[config.mk]
export PLATFORM = sky130hd
export DESIGN_NAME = running_lcm_accumulator_core
export DESIGN_NICKNAME = d
export VERILOG_FILES = /design/src/rlcm_pkg.sv /design/src/running_lcm_accumulator_core.sv
export VERILOG_INCLUDE_DIRS = /design/src /design/src/src
export SDC_FILE = /design/constraint.sdc
export NUM_CORES = 1
export LEC_CHECK = 0
export BUFFER_PORTS_ARGS = -buffer_cell sky130_fd_sc_hd__buf_4
export CORE_MARGIN = 5
export CORE_UTILIZATION = 30
export DETAILED_ROUTE_END_ITERATION = 12
export PLACE_DENSITY_LB_ADDON = 0.3
export SETUP_SLACK_MARGIN = 0.02
export SKIP_LAST_GASP = 1
export SLEW_MARGIN = 10
export SYNTH_ARGS = -nofsm -noshare
export SYNTH_HDL_FRONTEND = slang
export SYNTH_SLANG_ARGS = --single-unit
[constraint.sdc]
create_clock -name clk_i -period 9.25 [get_ports clk_i]
set_input_delay 2.3125 -clock clk_i [delete_from_list [all_inputs] [get_ports clk_i]]
set_output_delay 2.3125 -clock clk_i [all_outputs]
set_load 0.03 [all_outputs]
[src/running_lcm_accumulator_core_defines.svh]
// Assertion macros for the running LCM accumulator core.
// Include by bare file name; expects clk_i and rst_ni in the including scope.
`ifndef RUNNING_LCM_ACCUMULATOR_CORE_DEFINES_SVH
`define RUNNING_LCM_ACCUMULATOR_CORE_DEFINES_SVH

// Same-cycle implication, checked outside reset.
`define RLCM_ASSERT_IMPL(lbl, ante, cons) \
  lbl: assert property (@(posedge clk_i) disable iff (!rst_ni) (ante) |-> (cons)) \
    else $error("rlcm assertion failed");

// Next-cycle implication, checked outside reset.
`define RLCM_ASSERT_NEXT(lbl, ante, cons) \
  lbl: assert property (@(posedge clk_i) disable iff (!rst_ni) (ante) |=> (cons)) \
    else $error("rlcm assertion failed");

`endif

[src/rlcm_pkg.sv]
// Shared constants for the running LCM accumulator core.
// No dependencies.
package rlcm_pkg;

  localparam int unsigned PERIOD_BITS_DEF = 32;
  localparam int unsigned TASK_PERIOD_W   = 32;
  localparam int unsigned HYPER_W         = 63;
  localparam int unsigned CNT_W           = 6;

  localparam logic [HYPER_W-1:0] HYPER_MAX = '1;

endpackage

[src/running_lcm_accumulator_core.sv]
// Running LCM accumulator: each accepted transaction folds one task period into
// a running least common multiple (the hyperperiod) and returns one result
// transaction with the updated hyperperiod and a sticky overflow flag. Setting
// start_set_i clears the accumulator and the flag first. Only the low
// min(PERIOD_BITS, 32) bits of task_period_i are used. A zero period yields a
// zero hyperperiod; the next nonzero period is then loaded as is. When the
// product leaves the 63-bit range, the hyperperiod saturates to all ones and
// overflowed_o stays high until the next set start. A small sequencer, whose
// add and subtract steps share one 64-bit adder/subtractor, runs a binary gcd
// (a strip of common factors of two, then subtract/shift/swap until the
// operands are equal), a shift back by the common power of two, a restoring
// division a/gcd and an MSB-first shift-add multiply by the period, then a
// done state that hands the result off; a zero period goes straight to the
// done state. The core takes one transaction at a time: in_stall_o is high
// from acceptance until the result is moved into the output register, which
// holds it for the downstream side while the next transaction enters; a
// stalled output register holds the sequencer in its done state.
// Depends on rlcm_pkg and running_lcm_accumulator_core_defines.svh.
`include "running_lcm_accumulator_core_defines.svh"

module running_lcm_accumulator_core #(
  parameter int unsigned PERIOD_BITS = rlcm_pkg::PERIOD_BITS_DEF
) (
  input  logic                              clk_i,
  input  logic                              rst_ni,
  input  logic                              in_valid_i,
  output logic                              in_stall_o,
  input  logic [rlcm_pkg::TASK_PERIOD_W-1:0] task_period_i,
  input  logic                              start_set_i,
  output logic                              out_valid_o,
  input  logic                              out_stall_i,
  output logic [rlcm_pkg::HYPER_W-1:0]      hyperperiod_o,
  output logic                              overflowed_o
);

  localparam int unsigned HW    = rlcm_pkg::HYPER_W;
  localparam int unsigned CW    = rlcm_pkg::CNT_W;
  localparam int unsigned BW    = (PERIOD_BITS < rlcm_pkg::TASK_PERIOD_W) ?
                                  PERIOD_BITS : rlcm_pkg::TASK_PERIOD_W;
  localparam int unsigned ALU_W = HW + 1;
  localparam int unsigned RES_W = HW + 2;

  // Sequencer codes
  localparam logic [2:0] S_IDLE    = 3'd0;
  localparam logic [2:0] S_STRIP   = 3'd1;
  localparam logic [2:0] S_GCD     = 3'd2;
  localparam logic [2:0] S_UNSHIFT = 3'd3;
  localparam logic [2:0] S_DIV     = 3'd4;
  localparam logic [2:0] S_MUL     = 3'd5;
  localparam logic [2:0] S_DONE    = 3'd6;

  // Control state
  logic [2:0]    state_q, state_d;
  logic [HW-1:0] running_q, running_d;
  logic          ovf_seen_q, ovf_seen_d;
  logic          out_valid_q;

  // Datapath registers: u/v hold the gcd operands (v ends as the gcd, then the
  // divisor); a holds the dividend and shifts in the quotient; r is the
  // division remainder and then the partial product.
  logic [HW-1:0] u_q, u_d;
  logic [HW-1:0] v_q, v_d;
  logic [HW-1:0] a_q, a_d;
  logic [HW-1:0] r_q, r_d;
  logic [BW-1:0] b_q, b_d;
  logic [CW-1:0] k_q, k_d;
  logic [CW-1:0] cnt_q, cnt_d;
  logic          mul_ovf_q, mul_ovf_d;

  logic [HW-1:0] out_hyper_q;
  logic          out_ovf_q;

  // Shared adder/subtractor
  logic [ALU_W-1:0] alu_x, alu_y;
  logic             alu_sub;
  logic [RES_W-1:0] alu_res;
  logic             alu_ge;

  logic             in_accept;
  logic             out_free;
  logic             out_load;
  logic [BW-1:0]    b_in;
  logic [HW-1:0]    b_ext;
  logic [HW-1:0]    base_run;
  logic             base_ovf;
  logic [HW-1:0]    a_init;
  logic [ALU_W-1:0] div_shift;
  logic             mul_step_ovf;

  assign in_stall_o = (state_q != S_IDLE);
  assign in_accept  = in_valid_i && !in_stall_o;
  assign out_free   = !out_valid_q || !out_stall_i;
  assign out_load   = (state_q == S_DONE) && out_free;

  assign b_in     = task_period_i[BW-1:0];
  assign b_ext    = {{(HW-BW){1'b0}}, b_in};
  assign base_run = start_set_i ? '0 : running_q;
  assign base_ovf = start_set_i ? 1'b0 : ovf_seen_q;
  assign a_init   = (base_run == '0) ? b_ext : base_run;

  // Remainder shifted left with the next dividend bit brought in
  assign div_shift = {r_q, a_q[HW-1]};

  // Route operands to the shared unit
  always_comb begin
    alu_x   = '0;
    alu_y   = '0;
    alu_sub = 1'b0;
    unique case (state_q)
      S_GCD: begin
        alu_x   = {1'b0, u_q};
        alu_y   = {1'b0, v_q};
        alu_sub = 1'b1;
      end
      S_DIV: begin
        alu_x   = div_shift;
        alu_y   = {1'b0, v_q};
        alu_sub = 1'b1;
      end
      S_MUL: begin
        alu_x   = {r_q, 1'b0};
        alu_y   = b_q[BW-1] ? {1'b0, a_q} : '0;
        alu_sub = 1'b0;
      end
      default: begin
        alu_x   = '0;
        alu_y   = '0;
        alu_sub = 1'b0;
      end
    endcase
  end

  // On subtract, the top bit is the borrow: high means x < y
  assign alu_res = {1'b0, alu_x} + ({1'b0, alu_y} ^ {RES_W{alu_sub}})
                 + {{(RES_W-1){1'b0}}, alu_sub};
  assign alu_ge  = !alu_res[RES_W-1];

  assign mul_step_ovf = |alu_res[RES_W-1:HW];

  // Sequencer
  always_comb begin
    state_d    = state_q;
    running_d  = running_q;
    ovf_seen_d = ovf_seen_q;
    u_d        = u_q;
    v_d        = v_q;
    a_d        = a_q;
    r_d        = r_q;
    b_d        = b_q;
    k_d        = k_q;
    cnt_d      = cnt_q;
    mul_ovf_d  = mul_ovf_q;
    unique case (state_q)
      S_IDLE: begin
        if (in_accept) begin
          running_d  = base_run;
          ovf_seen_d = base_ovf;
          if (b_in == '0) begin
            // Zero period: product is zero, flag keeps its value
            running_d = '0;
            state_d   = S_DONE;
          end else begin
            u_d     = a_init;
            v_d     = b_ext;
            a_d     = a_init;
            b_d     = b_in;
            k_d     = '0;
            state_d = S_STRIP;
          end
        end
      end
      S_STRIP: begin
        // Drop common factors of two, count them in k
        if (!u_q[0] && !v_q[0]) begin
          u_d = {1'b0, u_q[HW-1:1]};
          v_d = {1'b0, v_q[HW-1:1]};
          k_d = k_q + 1'b1;
        end else begin
          state_d = S_GCD;
        end
      end
      S_GCD: begin
        if (!u_q[0]) begin
          u_d = {1'b0, u_q[HW-1:1]};
        end else if (!v_q[0]) begin
          v_d = {1'b0, v_q[HW-1:1]};
        end else if (!alu_ge) begin
          // u < v: swap, subtract next cycle
          u_d = v_q;
          v_d = u_q;
        end else if (alu_res[HW-1:0] == '0) begin
          state_d = S_UNSHIFT;
        end else begin
          u_d = alu_res[HW-1:0];
        end
      end
      S_UNSHIFT: begin
        // Restore the common power of two into the gcd
        if (k_q == '0) begin
          r_d     = '0;
          cnt_d   = CW'(HW - 1);
          state_d = S_DIV;
        end else begin
          v_d = {v_q[HW-2:0], 1'b0};
          k_d = k_q - 1'b1;
        end
      end
      S_DIV: begin
        r_d = alu_ge ? alu_res[HW-1:0] : div_shift[HW-1:0];
        a_d = {a_q[HW-2:0], alu_ge};
        if (cnt_q == '0) begin
          r_d       = '0;
          cnt_d     = CW'(BW - 1);
          mul_ovf_d = 1'b0;
          state_d   = S_MUL;
        end else begin
          cnt_d = cnt_q - 1'b1;
        end
      end
      S_MUL: begin
        // Partial products only grow, so any step past the range means overflow
        mul_ovf_d = mul_ovf_q | mul_step_ovf;
        r_d       = alu_res[HW-1:0];
        b_d       = {b_q[BW-2:0], 1'b0};
        if (cnt_q == '0) begin
          if (mul_ovf_d) begin
            running_d  = rlcm_pkg::HYPER_MAX;
            ovf_seen_d = 1'b1;
          end else begin
            running_d = alu_res[HW-1:0];
          end
          state_d = S_DONE;
        end else begin
          cnt_d = cnt_q - 1'b1;
        end
      end
      S_DONE: begin
        if (out_free) begin
          state_d = S_IDLE;
        end
      end
      default: begin
        state_d = S_IDLE;
      end
    endcase
  end

  always_ff @(posedge clk_i or negedge rst_ni) begin
    if (!rst_ni) begin
      state_q     <= S_IDLE;
      running_q   <= '0;
      ovf_seen_q  <= 1'b0;
      out_valid_q <= 1'b0;
    end else begin
      state_q    <= state_d;
      running_q  <= running_d;
      ovf_seen_q <= ovf_seen_d;
      if (out_load) begin
        out_valid_q <= 1'b1;
      end else if (!out_stall_i) begin
        out_valid_q <= 1'b0;
      end
    end
  end

  always_ff @(posedge clk_i) begin
    u_q       <= u_d;
    v_q       <= v_d;
    a_q       <= a_d;
    r_q       <= r_d;
    b_q       <= b_d;
    k_q       <= k_d;
    cnt_q     <= cnt_d;
    mul_ovf_q <= mul_ovf_d;
    if (out_load) begin
      out_hyper_q <= running_q;
      out_ovf_q   <= ovf_seen_q;
    end
  end

  assign out_valid_o   = out_valid_q;
  assign hyperperiod_o = out_hyper_q;
  assign overflowed_o  = out_ovf_q;

  // gcd operands never reach zero inside the subtract loop
  `RLCM_ASSERT_IMPL(a_gcd_nonzero, state_q == S_GCD, (u_q != '0) && (v_q != '0))
  // Restoring division keeps the remainder below the divisor
  `RLCM_ASSERT_IMPL(a_div_rem_bound, state_q == S_DIV, r_q < v_q)
  // A result appears only as the sequencer hands off from its final state
  `RLCM_ASSERT_IMPL(a_out_from_done, $rose(out_valid_q), $past(state_q) == S_DONE)
  // A finished result leaves the sequencer idle on the next cycle
  `RLCM_ASSERT_NEXT(a_load_to_idle, out_load, state_q == S_IDLE)

endmodule
==> impl_metrics.py, run 1 <==
metrics = {
    "timing": {
        "hold-worst-slack_ns": 0.448,
        "max-slew-margin-rel": 0.312,
        "rsz0062_at_grt": "false",
        "min_period_over_period": 0.893,
        "maxSlewViolCount": 0,
        "finalHoldViolations": 0,
        "tns_ns": 0,
        "fmax_mhz": 121,
        "tightest_slew_ns": 1.02,
        "fin_worst_skew_ns": 0.0269,
        "setup_viol_count_final": 0,
        "worst_slack_ns": 0.987,
        "period_needed_ns": 8.26,
    },
    "synth": {
        "synth_flop_cell": "edfxtp_1",
        "synthArstFlopShare": 0.159,
        "synth_area_per_cell_um2": 9.75,
        "synth_top_area_cell": "edfxtp_1",
        "ys_seq_elements": 429,
        "yosysSeqAreaShare": 0.498,
        "syn_inst": 2580,
        "synth_edf_count": 361,
        "synthDistinctLibCells": 86,
        "synth_top_area_frac": 0.431,
        "netlist_area_mm2": 0.0252,
        "yosys_warnings": 0,
        "syn-num-nets": 2687,
        "ys_top_cells_by_area": "edfxtp_1 (43%), nand2_1 (7.6%), dfrtp_1 (6.8%)",
    },
    "setup_path": {
        "arrival_ns": 8.56,
        "crit_path_end_kind": "register",
        "path_cells": "buf_4 > inv_1 > nor3_2 > nor2_4 > o21ai_0 > ha_1 > nand4_1 > or3_1 > a21o_1 > o211a_1 > o311ai_1 > a2bb2oi_1 > xor2_1 > or4b_1 > nor4b_1 > nand4_1 > o21a_1 > o21a_2 > buf_4",
        "critPathLaunchType": "register",
        "rr_worst_depth": 19,
        "reg2reg_from": "state_q[2]$_DFFE_PN0P_",
        "path_class": "reg -> reg",
        "cp_data_required_time_ns": 9.54,
        "r2r_slack_ns": 0.99,
        "r2r_end": "u_q[37]$_DFFE_PP_",
        "max_stage_delay_ns": 0.84,
        "startpoint": "state_q[2]$_DFFE_PN0P_",
        "endpoint": "u_q[37]$_DFFE_PP_",
        "path_max_fanout": 41,
        "crit_slowest_cell": "o311ai_1",
    },
    "grt": {
        "antenna_found_initial": 3,
        "grt_pass1_vias": 20869,
        "track_usage": 0.191,
        "grt_max_degree": 65,
        "overflow": 0,
        "grt_pass1_wl_um": 135000,
    },
    "clock_tree": {
        "root_buffer": "clkbuf_16",
        "numClockSinks": 429,
        "clkTransAtPathRegs_ns": 0.07,
        "cts_buffer_depth": 3,
        "cts_tree": "yes",
        "clk_latency_ns": 0.60,
        "cts_made_buffers": 50,
        "ctsHoldBuffers": 0,
        "htreeDepth": 2,
        "cts_setup_buffers": 0,
        "post_cts_resized": 0,
    },
    "floorplan": {
        "rows": 106,
        "fp.dieH_um": 300,
        "die_area_mm2": 0.0898,
        "core_mm2": 0.0834,
        "dieWidth_um": 300,
        "start_util": 0.302,
        "io_pins": 103,
    },
    "route": {
        "final_antenna_net_count": 0,
        "drc": 0,
        "wire_per_inst_um": 23.9,
        "drt_iter0_drc": 2364,
        "drt_wl_total_um": 88800,
        "drtPass1Iterations": 7,
        "via_per_inst": 5.80,
        "vias": 21575,
    },
    "placed_design": {
        "placed_area_mm2": 0.0271,
        "place_ws_ns": 0.839,
        "placedCellCount": 3625,
        "port_buffers": 102,
        "hpwl_um": 64000,
        "gp_congestion": 0.979,
    },
    "layout": {
        "final_util": 0.345,
        "num_antenna_cells": 0,
        "area_growth_pct": 14.3,
        "layout_commonest_cell": "nand2_1",
        "final_cell_mix": "nand2_1 (512), edfxtp_1 (361), o21ai_0 (227)",
        "fin_area_mm2": 0.0288,
        "fin_cells": 3717,
        "nets": 2704,
        "drive_gt1_frac": 0.106,
    },
    "power_and_ir_drop": {
        "finalPower_mw": 13.1,
        "ir_worst_vdd_mv": 0.247,
        "power_density_mw_per_mm2": 455,
        "p_leak_nw": 11.5,
    },
    "flow_run": {
        "cap_viol_max_count": 0,
    },
    "run_status": {
        "status": "finished clean",
    },
    "worst_hold_path": {
        "hold_class": "reg -> reg",
    },
}
==> registers in the layout, indices dropped and copies added, names as in the netlist <==
name           cells
state_q            3
v_q               63
ovf_seen_q         1
b_q               32
r_q               63
running_q         63
mul_ovf_q          1
overflowed_o       1
out_valid_o        1
cnt_q              6
a_q               63
k_q                6
hyperperiod_o     63
u_q               63
==> power breakdown <==
part / internal (mW) / switching, mW / leakage (nW) / total [mW]
Combinational: 2.19 / 4.76 / 6.23 / 6.95
Sequential: 3.39 / 0.660 / 4.42 / 4.05
Clock: 1.23 / 0.840 / 0.825 / 2.07
==> worst max-delay path, delay by kind of cell, from the launching register on <==
family	cells	cell delay [ns]
fa+ha+maj	1	0.53
compound gates	7	2.68
simple gates	7	3.10
flops	1	0.36
buf+inv	3	0.99
xor+xnor	1	0.22
==> layout make-up <==
cell class | instances | area [µm²]
timing repair buffer | 144 | 1090
clock buffer | 63 | 1350
tap | 1080 | 1350
sequential | 429 | 12500
fill | 8422 | 54700
clock inverter | 29 | 352
multi-input combinational | 1921 | 11900
inverter | 51 | 191
==> synth_stat cells (6+ instances only) <==
library cell / n
a31oi_1: 10
inv_1: 50
or3_1: 7
a211o_1: 6
nand2_1: 512
o211ai_1: 8
buf_1: 17
and2_1: 14
clkbuf_1: 137
buf_2: 19
nand4_1: 36
o21bai_1: 10
o221ai_1: 35
xnor2_1: 39
o21ai_1: 7
a22oi_1: 63
nand3_1: 48
a221oi_1: 37
nand2b_1: 8
nor2b_1: 6
edfxtp_1: 361
o21ai_0: 228
a21o_1: 37
nor2_1: 156
nor3_1: 24
mux2i_1: 65
nor4_1: 35
a211oi_1: 6
dfrtp_1: 68
xor2_1: 31
ha_1: 68
a222oi_1: 30
a22o_1: 121
o21a_1: 19
a21oi_1: 157
==> how the worst min path moves through the flow <==
stage	start	end	slack (ns)	depth (start not counted)
after floorplan	ovf_seen_q$_DFFE_PN0P_	overflowed_o$_DFFE_PP_	0.42	0
after global placement	ovf_seen_q$_DFFE_PN0P_	overflowed_o$_DFFE_PP_	0.43	0
after detailed placement	ovf_seen_q$_DFFE_PN0P_	overflowed_o$_DFFE_PP_	0.43	0
after CTS	ovf_seen_q$_DFFE_PN0P_	overflowed_o$_DFFE_PP_	0.45	0
after global routing	ovf_seen_q$_DFFE_PN0P_	overflowed_o$_DFFE_PP_	0.47	0
final	ovf_seen_q$_DFFE_PN0P_	overflowed_o$_DFFE_PP_	0.45	0
==> cells by family after synthesis <==
family          Yosys count  synth area share
compound gates          835             0.228
xor+xnor                 70            0.0244
fa+ha+maj                70            0.0354
buf+inv                 230            0.0364
flops                   429             0.498
mux                      65            0.0259
simple gates            881             0.152
==> routing by layer <==
| layer | vias up | share of wire | global-route usage |
|---|---|---|---|
| met1 | 10743 | 0.46 | 0.278 |
| li1 | 9794 | - | - |
| met3 | 137 | 0.069 | 0.0296 |
| met5 | - | 0.00030 | 0 |
| met2 | 897 | 0.45 | 0.299 |
| met4 | 4 | 0.025 | 0.0465 |
No activity file was read; power rests on OpenSTA's default activity.
==> inputs of run 2 (changes only) <==
RECOVER_POWER = 100   (was unset)
==> run 2 against run 1 <==
- the flow now finishes with violations (max-capacitance violations, max-slew violations)
- final area down 1.7%
- core utilization down 0.58 points
- clock skew down 0.00072 ns
- cell count unchanged
- worst setup slack worse by 0.17 ns
- first-iteration DRC count down 2.9%
- largest power group unchanged
- sequential share of layout area up 0.75 points
- sequential power up 1%
==> impl_metrics.py, run 2 (same netlist as run 1, synthesis figures left out) <==
metrics = {
    "run_status": {
        "status": "finished, violations left",
        "violations": "max-capacitance violations, max-slew violations",
    },
    "timing": {
        "maxSlewViolCount": 575,
        "max-slew-margin-rel": -1.76,
        "setup_viol_count_final": 0,
        "tightest_slew_ns": 4.13,
        "fmax_mhz": 119,
        "rsz0062_at_grt": "false",
        "period_needed_ns": 8.43,
        "finalHoldViolations": 0,
        "worst_slack_ns": 0.820,
        "fin_worst_skew_ns": 0.0262,
        "tns_ns": 0,
        "min_period_over_period": 0.911,
    },
    "setup_path": {
        "path_max_fanout": 41,
        "reg2reg_from": "state_q[2]$_DFFE_PN0P_",
        "arrival_ns": 8.72,
        "critPathLaunchType": "register",
        "crit_path_end_kind": "register",
        "r2r_slack_ns": 0.82,
        "path_class": "reg -> reg",
        "cp_data_required_time_ns": 9.54,
        "rr_worst_depth": 20,
        "r2r_end": "u_q[36]$_DFFE_PP_",
    },
    "floorplan": {
        "core_mm2": 0.0834,
        "dieWidth_um": 300,
        "start_util": 0.302,
        "io_pins": 103,
        "fp.dieH_um": 300,
        "rows": 106,
        "die_area_mm2": 0.0898,
    },
    "grt": {
        "grt_pass1_wl_um": 135000,
        "overflow": 0,
        "grt_max_degree": 65,
        "grt_pass1_vias": 20869,
        "antenna_found_initial": 3,
        "track_usage": 0.191,
    },
    "layout": {
        "num_antenna_cells": 0,
        "nets": 2704,
        "fin_cells": 3717,
        "layout_commonest_cell": "nand2_1",
        "area_growth_pct": 12.3,
        "final_cell_mix": "nand2_1 (512), edfxtp_1 (361), o21ai_0 (227)",
        "drive_gt1_frac": 0.0592,
        "final_util": 0.339,
    },
    "route": {
        "wire_per_inst_um": 23.9,
        "vias": 21530,
        "via_per_inst": 5.79,
        "drc": 0,
        "final_antenna_net_count": 0,
        "drt_iter0_drc": 2296,
        "drtPass1Iterations": 8,
        "drt_wl_total_um": 88800,
    },
    "placed_design": {
        "placedCellCount": 3625,
        "port_buffers": 102,
        "place_ws_ns": 0.839,
        "gp_congestion": 0.979,
        "hpwl_um": 64000,
    },
    "clock_tree": {
        "htreeDepth": 2,
        "clk_latency_ns": 0.59,
        "cts_buffer_depth": 3,
        "numClockSinks": 429,
        "ctsHoldBuffers": 0,
        "clkTransAtPathRegs_ns": 0.06,
        "root_buffer": "clkbuf_16",
        "post_cts_resized": 0,
        "cts_setup_buffers": 0,
        "cts_made_buffers": 50,
        "cts_tree": "yes",
    },
    "power_and_ir_drop": {
        "power_density_mw_per_mm2": 461,
        "p_leak_nw": 11.0,
        "ir_worst_vdd_mv": 0.248,
    },
    "worst_hold_path": {
        "hold_class": "reg -> reg",
        "hold_depth": 0,
        "hold_path.startpoint": "ovf_seen_q$_DFFE_PN0P_",
        "holdPathEnd": "overflowed_o$_DFFE_PP_",
    },
    "flow_run": {
        "cap_viol_max_count": 14,
    },
}
[run 2: cell count changes in the layout (fill, tap and decap cells not counted), sizes merged]
cell,before,now
buf,144,28
clkbuf,63,179
clkinv,15,16
inv,53,52
[run 2: worst max path at each step]
stage,startpoint,to
finish,state_q[2]$_DFFE_PN0P_,u_q[36]$_DFFE_PP_
CTS,state_q[2]$_DFFE_PN0P_,u_q[54]$_DFFE_PP_
detailed placement,state_q[2]$_DFFE_PN0P_,u_q[37]$_DFFE_PP_
global placement,state_q[2]$_DFFE_PN0P_,u_q[37]$_DFFE_PP_
global route,state_q[2]$_DFFE_PN0P_,u_q[54]$_DFFE_PP_
floorplan,task_period_i[2],a_q[0]$_DFFE_PP_
[run 2: critical path: stages, from the launching register on]
cell	delay (ns)
dfrtp_1	0.36
buf_4	0.22
inv_1	0.32
nor3_1	0.15
nor2_4	0.73
clkbuf_1	0.83
o21ai_0	0.28
ha_1	0.63
a21oi_1	0.21
o21ai_0	0.60
a21o_1	0.33
a21oi_1	0.06
nand2_1	0.08
a2bb2oi_1	0.33
xor2_1	0.22
or4b_1	0.55
nor4b_1	0.62
nand4_1	0.36
o21a_1	0.27
o21a_2	0.51
buf_4	0.42
[run 2: layout make-up]
cell class | instances | area, µm²
Clock buffer | 63 | 1350
Clock inverter | 29 | 352
Fill cell | 8521 | 55200
Inverter | 51 | 191
Multi-Input combinational cell | 1921 | 11800
Sequential cell | 429 | 12500
Tap cell | 1080 | 1350
Timing Repair Buffer | 144 | 649
[run 2: layer usage]
layer  part of all wire  GRT usage
met3              0.070     0.0296
met5            0.00030          0
met2               0.45      0.299
met1               0.46      0.278
met4              0.024     0.0465
[run 2: metrics by stage]
stage | cell area, µm² | hold slack (ns) | total power, mW
3_3_place_gp | 27100 | 0.434 | 10.9
2_1_floorplan | 25200 | 0.419 | 8.50
3_5_place_dp | 27100 | 0.427 | 10.9
6_report | 28300 | 0.448 | 13.0
5_1_grt | 28300 | 0.470 | 13.8
4_1_cts | 28800 | 0.451 | 13.1
[run 2: where the power goes]
part	switching, mW	internal [mW]	total (mW)
Combinational	4.76	2.11	6.87
Sequential	0.656	3.43	4.09
Clock	0.838	1.23	2.07
Total	6.25	6.77	13.0
